File: src/design/lpd_pkg.sv
`timescale 1ns / 1ps
`default_nettype none

package lpd_pkg;

  localparam int SENSOR_COUNT = 8;
  localparam int CFG_IDX_W    = 3;
  localparam int CFG_DATA_W   = 16;
  localparam int DIV_W        = 21;
  localparam int DIV_CNT_W    = 5;

  localparam logic [CFG_IDX_W-1:0] REG_PROP   = 3'd0;
  localparam logic [CFG_IDX_W-1:0] REG_INTEG  = 3'd1;
  localparam logic [CFG_IDX_W-1:0] REG_DERIV  = 3'd2;
  localparam logic [CFG_IDX_W-1:0] REG_PERIOD = 3'd3;
  localparam logic [CFG_IDX_W-1:0] REG_BASE   = 3'd4;
  localparam logic [CFG_IDX_W-1:0] REG_MIN    = 3'd5;
  localparam logic [CFG_IDX_W-1:0] REG_MAX    = 3'd6;

  localparam logic [11:0] LINE_THRESHOLD = 12'd100;

  // controller to datapath
  typedef struct packed {
    logic cap;
    logic mul1;
    logic mul2;
    logic div_step;
    logic sum;
    logic spd1;
    logic spd2;
  } lpd_cmd_t;

  // datapath to controller
  typedef struct packed {
    logic do_upd;
  } lpd_stat_t;

  typedef struct packed {
    logic              hit;
    logic              use_sampled;
    logic signed [3:0] val;
  } lpd_dec_t;

  // ir pattern to position error
  function automatic lpd_dec_t lpd_decode(input logic [SENSOR_COUNT-1:0] bits);
    lpd_dec_t d;
    d.hit = 1'b1;
    d.use_sampled = 1'b0;
    d.val = 4'sd0;
    case (bits)
      8'h18, 8'hFF: d.val = 4'sd0;
      8'h10: d.val = 4'sd1;
      8'h30: d.val = 4'sd2;
      8'h20: d.val = 4'sd3;
      8'h60: d.val = 4'sd4;
      8'h40: d.val = 4'sd5;
      8'hC0: d.val = 4'sd6;
      8'h80, 8'hE0, 8'hF0, 8'hF8: d.val = 4'sd7;
      8'h08: d.val = -4'sd1;
      8'h0C: d.val = -4'sd2;
      8'h04: d.val = -4'sd3;
      8'h06: d.val = -4'sd4;
      8'h02: d.val = -4'sd5;
      8'h03: d.val = -4'sd6;
      8'h01, 8'h07, 8'h0F, 8'h1F: d.val = -4'sd7;
      8'h00: d.use_sampled = 1'b1;
      default: d.hit = 1'b0;
    endcase
    return d;
  endfunction

endpackage

`default_nettype wire

File: src/design/line_position_pid_motor_drive.sv
// Line follower steering block. Each item carries the 8-bit ir pattern, the
// center sensor level, a millisecond time stamp and a clear flag; it gives one
// result with left and right duty, reverse flags and the position error used.
// When the configured sample period has elapsed since the last update, the
// pid value is recomputed (q8.8 gains, saturating 24-bit integral, signed
// q32.8 control value); otherwise the previous control value steers.
// Without a pid update an item passes the accept, mul1, spd1 and spd2 states;
// with one it also passes mul2, the 21-step shift/subtract divider for the
// derivative term and sum. spd2 waits while an earlier result is still held,
// and the next item is taken only once the block is idle again. Config writes
// are always taken, but belong only where the block is idle.
`timescale 1ns / 1ps
`default_nettype none

module line_position_pid_motor_drive
  import lpd_pkg::*;
(
  input  wire logic                    clk,
  input  wire logic                    rst_n,
  // config write channel
  input  wire logic                    cfg_valid,
  output logic                         cfg_ready,
  input  wire logic [CFG_IDX_W-1:0]    cfg_index,
  input  wire logic [CFG_DATA_W-1:0]   cfg_data,
  // input items
  input  wire logic                    in_valid,
  output logic                         in_ready,
  input  wire logic [SENSOR_COUNT-1:0] in_sensor_bits,
  input  wire logic [11:0]             in_line_level,
  input  wire logic [31:0]             in_now_ms,
  input  wire logic                    in_clear_state,
  // result items
  output logic                         out_valid,
  input  wire logic                    out_ready,
  output logic [7:0]                   out_right_duty,
  output logic                         out_right_reverse,
  output logic [7:0]                   out_left_duty,
  output logic                         out_left_reverse,
  output logic signed [3:0]            out_position_error
);

  lpd_cmd_t  cmd;
  lpd_stat_t stat;

  // config registers never stall
  assign cfg_ready = 1'b1;

  // sequencer: accept, pid multiplies, divide, sum, speed stages
  lpd_ctrl u_ctrl (
    .clk       (clk),
    .rst_n     (rst_n),
    .in_valid  (in_valid),
    .in_ready  (in_ready),
    .out_valid (out_valid),
    .out_ready (out_ready),
    .stat      (stat),
    .cmd       (cmd)
  );

  // decode, pid arithmetic, speed clamps and output register
  lpd_datapath u_dp (
    .clk                (clk),
    .rst_n              (rst_n),
    .cmd                (cmd),
    .stat               (stat),
    .cfg_we             (cfg_valid),
    .cfg_index          (cfg_index),
    .cfg_data           (cfg_data),
    .in_sensor_bits     (in_sensor_bits),
    .in_line_level      (in_line_level),
    .in_now_ms          (in_now_ms),
    .in_clear_state     (in_clear_state),
    .out_right_duty     (out_right_duty),
    .out_right_reverse  (out_right_reverse),
    .out_left_duty      (out_left_duty),
    .out_left_reverse   (out_left_reverse),
    .out_position_error (out_position_error)
  );

endmodule

`default_nettype wire

File: src/design/lpd_ctrl.sv
`timescale 1ns / 1ps
`default_nettype none

module lpd_ctrl
  import lpd_pkg::*;
(
  input  wire logic      clk,
  input  wire logic      rst_n,
  input  wire logic      in_valid,
  output logic           in_ready,
  output logic           out_valid,
  input  wire logic      out_ready,
  input  wire lpd_stat_t stat,
  output lpd_cmd_t       cmd
);

  localparam logic [2:0] S_IDLE = 3'd0;
  localparam logic [2:0] S_MUL1 = 3'd1;
  localparam logic [2:0] S_MUL2 = 3'd2;
  localparam logic [2:0] S_DIV  = 3'd3;
  localparam logic [2:0] S_SUM  = 3'd4;
  localparam logic [2:0] S_SPD1 = 3'd5;
  localparam logic [2:0] S_SPD2 = 3'd6;

  logic [2:0]           state_r, state_nxt;
  logic [DIV_CNT_W-1:0] cnt_r, cnt_nxt;
  logic                 ovalid_r, ovalid_nxt;

  assign in_ready  = (state_r == S_IDLE);
  assign out_valid = ovalid_r;

  always_comb begin
    state_nxt  = state_r;
    cnt_nxt    = cnt_r;
    ovalid_nxt = ovalid_r & ~out_ready;
    cmd        = '0;
    case (state_r)
      S_IDLE: begin
        if (in_valid) begin
          cmd.cap   = 1'b1;
          state_nxt = S_MUL1;
        end
      end
      S_MUL1: begin
        if (stat.do_upd) begin
          cmd.mul1  = 1'b1;
          state_nxt = S_MUL2;
        end else begin
          state_nxt = S_SPD1;
        end
      end
      S_MUL2: begin
        cmd.mul2  = 1'b1;
        cnt_nxt   = '0;
        state_nxt = S_DIV;
      end
      S_DIV: begin
        cmd.div_step = 1'b1;
        cnt_nxt      = cnt_r + 1'b1;
        if (cnt_r == DIV_CNT_W'(DIV_W - 1)) state_nxt = S_SUM;
      end
      S_SUM: begin
        cmd.sum   = 1'b1;
        state_nxt = S_SPD1;
      end
      S_SPD1: begin
        cmd.spd1  = 1'b1;
        state_nxt = S_SPD2;
      end
      S_SPD2: begin
        if (!ovalid_r || out_ready) begin
          cmd.spd2   = 1'b1;
          ovalid_nxt = 1'b1;
          state_nxt  = S_IDLE;
        end
      end
      default: state_nxt = S_IDLE;
    endcase
  end

  always_ff @(posedge clk) begin
    if (!rst_n) begin
      state_r  <= S_IDLE;
      cnt_r    <= '0;
      ovalid_r <= 1'b0;
    end else begin
      state_r  <= state_nxt;
      cnt_r    <= cnt_nxt;
      ovalid_r <= ovalid_nxt;
    end
  end

endmodule

`default_nettype wire

File: src/design/lpd_datapath.sv
`timescale 1ns / 1ps
`default_nettype none

module lpd_datapath
  import lpd_pkg::*;
(
  input  wire logic                    clk,
  input  wire logic                    rst_n,
  input  wire lpd_cmd_t                cmd,
  output lpd_stat_t                    stat,
  input  wire logic                    cfg_we,
  input  wire logic [CFG_IDX_W-1:0]    cfg_index,
  input  wire logic [CFG_DATA_W-1:0]   cfg_data,
  input  wire logic [SENSOR_COUNT-1:0] in_sensor_bits,
  input  wire logic [11:0]             in_line_level,
  input  wire logic [31:0]             in_now_ms,
  input  wire logic                    in_clear_state,
  output logic [7:0]                   out_right_duty,
  output logic                         out_right_reverse,
  output logic [7:0]                   out_left_duty,
  output logic                         out_left_reverse,
  output logic signed [3:0]            out_position_error
);

  // configuration
  logic [15:0]       kp_r, ki_r, kd_r, per_r;
  logic signed [8:0] base_r, min_r, max_r;
  logic [15:0]       per_eff;

  // control state
  logic signed [3:0]  cur_r, samp_r;
  logic signed [23:0] integ_r;
  logic signed [39:0] cv_r;
  logic [31:0]        last_r;

  // per item work registers
  logic [31:0]        now_r;
  logic               upd_r;
  logic [31:0]        kit_r;
  logic signed [21:0] kdd_r;
  logic signed [20:0] pterm_r;
  logic signed [56:0] iterm_r;
  logic               dneg_r;
  logic [DIV_W-1:0]   qd_r;
  logic [15:0]        rem_r;
  logic signed [40:0] lsp_r, rsp_r;

  logic [7:0]        rduty_r, lduty_r;
  logic              rrev_r, lrev_r;
  logic signed [3:0] perr_r;

  lpd_dec_t           dec;
  logic signed [3:0]  e_nxt;
  logic [31:0]        elapsed;
  logic signed [4:0]  dlt;
  logic signed [21:0] kdd;
  logic signed [20:0] pterm;
  logic signed [24:0] isum;
  logic signed [23:0] isat;
  logic [16:0]        rem_sh;
  logic               ge;
  logic signed [21:0] dterm;
  logic signed [57:0] acc;
  logic signed [39:0] acc_sat;
  logic signed [40:0] base_sc;
  logic [21:0]        kdd_mag;

  assign per_eff = (per_r == 16'd0) ? 16'd1 : per_r;
  assign stat.do_upd = upd_r;

  always_comb begin
    dec   = lpd_decode(in_sensor_bits);
    e_nxt = cur_r;
    if (dec.hit) e_nxt = dec.use_sampled ? samp_r : dec.val;
    if (in_line_level > LINE_THRESHOLD) e_nxt = 4'sd0;
  end

  assign elapsed = in_now_ms - last_r;

  assign dlt   = {cur_r[3], cur_r} - {samp_r[3], samp_r};
  assign kdd   = $signed({1'b0, kd_r}) * dlt;
  assign pterm = $signed({1'b0, kp_r}) * cur_r;
  assign isum  = {integ_r[23], integ_r} + {{21{cur_r[3]}}, cur_r};
  always_comb begin
    if (isum[24] != isum[23]) isat = isum[24] ? {1'b1, 23'd0} : {1'b0, {23{1'b1}}};
    else isat = isum[23:0];
  end

  assign kdd_mag = kdd_r[21] ? -kdd_r : kdd_r;

  // restoring division step
  assign rem_sh = {rem_r, qd_r[DIV_W-1]};
  assign ge     = (rem_sh >= {1'b0, per_eff});

  assign dterm = dneg_r ? -$signed({1'b0, qd_r}) : $signed({1'b0, qd_r});
  assign acc   = {iterm_r[56], iterm_r} + {{37{pterm_r[20]}}, pterm_r}
               + {{36{dterm[21]}}, dterm};
  always_comb begin
    if (acc[57:39] == {19{acc[39]}}) acc_sat = acc[39:0];
    else acc_sat = acc[57] ? {1'b1, 39'd0} : {1'b0, {39{1'b1}}};
  end

  assign base_sc = {{24{base_r[8]}}, base_r, 8'd0};

  // trunc toward zero by 256, clamp to max then min
  function automatic logic signed [8:0] spd_of(input logic signed [40:0] x,
                                               input logic signed [8:0] mx,
                                               input logic signed [8:0] mn);
    logic signed [40:0] t;
    logic signed [32:0] s;
    t = x[40] ? x + 41'sd255 : x;
    s = t[40:8];
    if (s > $signed({{24{mx[8]}}, mx})) s = $signed({{24{mx[8]}}, mx});
    if (s < $signed({{24{mn[8]}}, mn})) s = $signed({{24{mn[8]}}, mn});
    return s[8:0];
  endfunction

  function automatic logic [7:0] duty_of(input logic signed [8:0] s);
    logic [8:0] m;
    m = s[8] ? 9'(-s) : s;
    return m[8] ? 8'hFF : m[7:0];
  endfunction

  logic signed [8:0] ls, rs;
  assign ls = spd_of(lsp_r, max_r, min_r);
  assign rs = spd_of(rsp_r, max_r, min_r);

  always_ff @(posedge clk) begin
    if (!rst_n) begin
      kp_r    <= 16'd12800;
      ki_r    <= 16'd0;
      kd_r    <= 16'd0;
      per_r   <= 16'd1;
      base_r  <= 9'sd170;
      min_r   <= -9'sd100;
      max_r   <= 9'sd200;
      cur_r   <= '0;
      samp_r  <= '0;
      integ_r <= '0;
      cv_r    <= '0;
      last_r  <= '0;
      upd_r   <= 1'b0;
    end else begin
      if (cfg_we) begin
        case (cfg_index)
          REG_PROP:   kp_r   <= cfg_data;
          REG_INTEG:  ki_r   <= cfg_data;
          REG_DERIV:  kd_r   <= cfg_data;
          REG_PERIOD: per_r  <= cfg_data;
          REG_BASE:   base_r <= cfg_data[8:0];
          REG_MIN:    min_r  <= cfg_data[8:0];
          REG_MAX:    max_r  <= cfg_data[8:0];
          default: ;
        endcase
      end
      if (cmd.cap) begin
        cur_r <= e_nxt;
        upd_r <= (elapsed >= {16'd0, per_eff});
        if (in_clear_state) integ_r <= '0;
      end
      if (cmd.mul1) begin
        integ_r <= isat;
        samp_r  <= cur_r;
        last_r  <= now_r;
      end
      if (cmd.sum) cv_r <= acc_sat;
    end
  end

  always_ff @(posedge clk) begin
    if (cmd.cap) now_r <= in_now_ms;
    if (cmd.mul1) begin
      kit_r   <= ki_r * per_eff;
      kdd_r   <= kdd;
      pterm_r <= pterm;
    end
    if (cmd.mul2) begin
      iterm_r <= $signed({1'b0, kit_r}) * integ_r;
      dneg_r  <= kdd_r[21];
      qd_r    <= kdd_mag[DIV_W-1:0];
      rem_r   <= '0;
    end
    if (cmd.div_step) begin
      rem_r <= ge ? 16'(rem_sh - {1'b0, per_eff}) : rem_sh[15:0];
      qd_r  <= {qd_r[DIV_W-2:0], ge};
    end
    if (cmd.spd1) begin
      lsp_r <= base_sc - {cv_r[39], cv_r};
      rsp_r <= base_sc + {cv_r[39], cv_r};
    end
    if (cmd.spd2) begin
      rduty_r <= duty_of(rs);
      rrev_r  <= rs[8] | (rs == 9'sd0);
      lduty_r <= duty_of(ls);
      lrev_r  <= ls[8] | (ls == 9'sd0);
      perr_r  <= cur_r;
    end
  end

  assign out_right_duty     = rduty_r;
  assign out_right_reverse  = rrev_r;
  assign out_left_duty      = lduty_r;
  assign out_left_reverse   = lrev_r;
  assign out_position_error = perr_r;

endmodule

`default_nettype wire
File: config.mk
export PLATFORM = sky130hd
export DESIGN_NAME = line_position_pid_motor_drive
export DESIGN_NICKNAME = d
export VERILOG_FILES = /design/src/design/lpd_pkg.sv /design/src/design/line_position_pid_motor_drive.sv /design/src/design/lpd_ctrl.sv /design/src/design/lpd_datapath.sv
export SDC_FILE = /design/constraint.sdc
export NUM_CORES = 2
export LEC_CHECK = 0
export BUFFER_PORTS_ARGS = -buffer_cell sky130_fd_sc_hd__buf_2
export CAP_MARGIN = 20
export CORE_MARGIN = 2
export CORE_UTILIZATION = 60
export CTS_BUF_LIST = sky130_fd_sc_hd__clkbuf_16
export DETAILED_ROUTE_END_ITERATION = 12
export HOLD_SLACK_MARGIN = 0.1
export PLACE_DENSITY_LB_ADDON = 0.15
export SLEW_MARGIN = 20
export SYNTH_ARGS = -nofsm -noshare
export SYNTH_HDL_FRONTEND = slang
export SYNTH_HIERARCHICAL = 1
export SYNTH_SLANG_ARGS = --single-unit
File: constraint.sdc
create_clock -name clk -period 8.4 [get_ports clk]
set_input_delay 1.26 -clock clk [delete_from_list [all_inputs] [get_ports clk]]
set_output_delay 1.26 -clock clk [all_outputs]
set_load 0.02 [all_outputs]
==> results.toml <==
[critical_path]
crit_path_top_delay_cell = "or3_4"
worstSetupStartpointType = "register"
crit_path_max_incr_delay_ns = 0.43
critPathKind = "register to register"
end_kind = "register"
critPathArrivalTime_ns = 8.56
worst_r2r_path_depth = 36
crit_required_ns = 8.93
critical_path.most_common_cell = "a21o_1"
reg2reg_to = "u_dp/out_right_duty[0]"
critPathMaxFanout = 11
r2r_slack_ns = 0.37
r2r_start = "u_dp/lsp_r[0]"

[floorplan]
io_pins = 102
rows = 128
die_area_um2 = 126000
dieHeight_um = 355
start_util = 0.605
die_w_um = 355
core_area_um2 = 122000

[timing]
fmax_ghz = 0.125
fin_setup_tns_ns = 0
relSlewSlack = 0.328
worst_pin_slew_ns = 1.01
rsz0062_at_grt = "false"
period_share = 0.956
slew_viol_final = 0
setup-violations-final = 0
clock_skew_ns = 0.0436
hold_viol = 0
period_needed_ns = 8.03

[clock_network]
cts_buffer_depth = 3
clock_latency_ns = 0.67
cts_tree = "done"
cts_htree_levels = 2
cts.sinks = 510
cts-buffers-inserted = 57
clk_transition_reported_paths_ns = 0.07
root_buffer = "clkbuf_16"

[synthesis]
syn-mean-instance-area_um2 = 9.08
netlist_instances = 8120
syn_area_um2 = 73700
ys_seq_area_frac = 0.180
synth_nets = 9939
yosysWarnings = 6
synth_enable_flop_cells = 305
synthFlopType = "edfxtp_1"
synth_seq_cells = 510
synthArstFlopShare = 0
synthDistinctLibCells = 112

[cells_and_area]
fin_nets = 9947
fin_area_um2 = 78600
layout-drive-gt1-share = 0.0697
final_core_util = 0.645
nFillCells = 10231
final_cells = 9804
area_growth_pct = 6.53

[global_route]
grt_first_pass_wirelength_mm = 306
grt.overflow.total = 0
grt_pass1_vias = 57810
grtUsageTotal = 0.305
grt_max_degree = 78
grt_antenna_before_repair = 8

[routing]
dr.pass1.iters = 5
post-route-drc-count = 0
vias = 56282
wl_per_cell_um = 19.2
drt_iter0_drc = 4005
ant_nets = 0
finalWirelength_mm = 189
avgViaCountPerCell = 5.74

[place]
post-dp-hpwl_mm = 153
io_buffers = 100
dpl_cell_area_um2 = 76200
gp_congestion = 0.959
placed_cells = 9670

[pwr]
p_leak_nw = 36.0
ir_drop_v = 0.000200
cellPowerDensity_nw_per_um2 = 124
total_power_mw = 9.77

[hold_path]
min-delay-start = "u_dp/integ_r[21]"
hp-class = "register to register"
holdPathEnd = "u_dp/integ_r[21]"
hold-path-cell-count = 2

[flow_run]
drv_cap = 0

[status]
status = "finished, final reports clean"
-- layout by cell type (no fill, tap or decap), drive strengths merged, types with 13 or more instances in the layout --
master	count
nor2b	120
clkbuf	60
o21a	39
a21o	175
buf	279
nor4	29
mux2i	78
or3	43
clkinv	25
xor2	134
nor2	281
or4	14
o41ai	13
mux2	69
or2	34
and3	58
nor3	93
inv	1268
ha	755
nand3	109
edfxtp	305
a21oi	306
nand2b	100
o21ai	242
o21bai	47
fa	987
and2	402
o31ai	30
nand4	62
nand2	1170
o211ai	29
a21boi	99
dfxtp	205
a31oi	31
xnor2	224
a211oi	27
a221o	39
nor3b	14
-- worst max-delay path by stage --
stage / end / slack, ns / from / cells after the start
global route: u_dp/out_left_duty[7] / 0.003 / u_dp/lsp_r[9] / 35
finish: u_dp/out_right_duty[0] / 0.37 / u_dp/lsp_r[0] / 36
detailed placement: u_dp/out_right_duty[0] / -0.11 / u_dp/lsp_r[0] / 35
CTS: u_dp/out_right_duty[0] / 0.01 / u_dp/lsp_r[0] / 35
global placement: u_dp/out_right_duty[4] / 0.009 / u_dp/lsp_r[0] / 37
floorplan: u_dp/out_right_duty[0] / 0.04 / u_dp/lsp_r[0] / 39
-- layout make-up --
class,instances,area [um^2],share of cell area
multi-input cells,6021,54500,0.694
flip-flops and latches,510,13300,0.169
repair buffers,279,1950,0.0249
diodes,2,5.00,0.0000637
clock buffers,60,1500,0.0191
clock inverters,48,517,0.00658
inverters,1259,4730,0.0602
well taps,1625,2030,0.0259
-- stage by stage --
step                      setup WS (ns)  hold slack [ns]
after CTS                        0.0118            0.459
after floorplan                  0.0441            0.443
final                             0.373            0.471
after global placement          0.00905            0.438
after global routing            0.00304            0.514
after detailed placement         -0.106            0.443
-- worst max-delay path: cells and delay by family (launching register included) --
| family | cells | cell delay (ns) |
|---|---|---|
| mux | 3 | 0.96 |
| simple gates | 12 | 2.86 |
| compound gates | 15 | 2.49 |
| flops | 1 | 0.35 |
| xor+xnor | 1 | 0.19 |
| fa+ha+maj | 3 | 0.75 |
| buf+inv | 2 | 0.26 |
-- logic make-up (layout without fill, tap and decap cells) --
kind of cell / count (synthesis) / count (layout) / share of synthesized area
and+or+nand+nor: 2562 / 2562 / 0.168
adders and majority gates: 1742 / 1742 / 0.396
buffers and inverters: 1589 / 1646 / 0.0827
AOI/OAI and AO/OA: 1211 / 1211 / 0.110
DFF: 510 / 510 / 0.180
xor gates and xnor gates: 358 / 358 / 0.0425
muxes: 147 / 147 / 0.0211
other: 1 / 3 / 0.0000509
-- flip-flops by register name (all words and copies together), names as in the netlist, 21 cells and up --
| signal | cells |
|---|---|
| u_dp/now_r | 32 |
| u_dp/last_r | 32 |
| u_dp/kit_r | 32 |
| u_dp/iterm_r | 57 |
| u_dp/kdd_r | 22 |
| u_dp/qd_r | 21 |
| u_dp/pterm_r | 21 |
| u_dp/lsp_r | 41 |
| u_dp/cv_r | 40 |
| u_dp/rsp_r | 40 |
| u_dp/integ_r | 24 |
-- routing by layer --
layer / GRT usage / part of all wire / vias up
met1: 0.402 / 0.42 / 27804
met5: 0 / 0.00028 / -
li1: - / - / 26413
met4: 0.100 / 0.035 / 8
met2: 0.518 / 0.48 / 1704
met3: 0.0436 / 0.065 / 353
-- power breakdown --
part / total [mW] / leakage (nW) / switching (mW) / internal [mW]
registers: 3.25 / 4.53 / 0.239 / 3.01
clock network: 2.70 / 1.01 / 1.12 / 1.58
logic: 3.81 / 30.4 / 2.28 / 1.53
total: 9.77 / 36.0 / 3.64 / 6.12
-- synthesized netlist by cell type (all sizes together), types with 13 or more instances --
library cell,number,share of area
o21a,39,0.0040
o21ai,242,0.016
nor2b,120,0.010
a21oi,306,0.021
o31ai,30,0.0032
xor2,134,0.016
o21bai,47,0.0048
a21o,175,0.018
nand3,109,0.0074
nor2,281,0.014
mux2,69,0.011
and3,58,0.0050
o41ai,13,0.0016
a21boi,99,0.010
mux2i,78,0.011
nand4,62,0.0053
clkbuf,286,0.015
nor3b,14,0.0015
o211ai,29,0.0030
a221o,39,0.0053
nor3,93,0.0068
xnor2,224,0.027
inv,1257,0.064
dfxtp,205,0.056
a211oi,27,0.0028
or2,34,0.0029
nand2b,100,0.0085
or4,14,0.0014
nand2,1170,0.060
edfxtp,305,0.12
and2,402,0.034
ha,755,0.13
nor4,29,0.0029
fa,987,0.27
or3,43,0.0038
a31oi,31,0.0026
buf,44,0.0038
-- what timing repair did --
item                                    in CTS  in global routing
buffers inserted                             2                 22
cloned                                       0                  0
resized for setup                            4                 26
pin swaps                                    1                  6
endpoints found under the setup margin       8                 22
hold buffers                                 0                  0
Note: power is estimated with default switching activity, not from simulation.
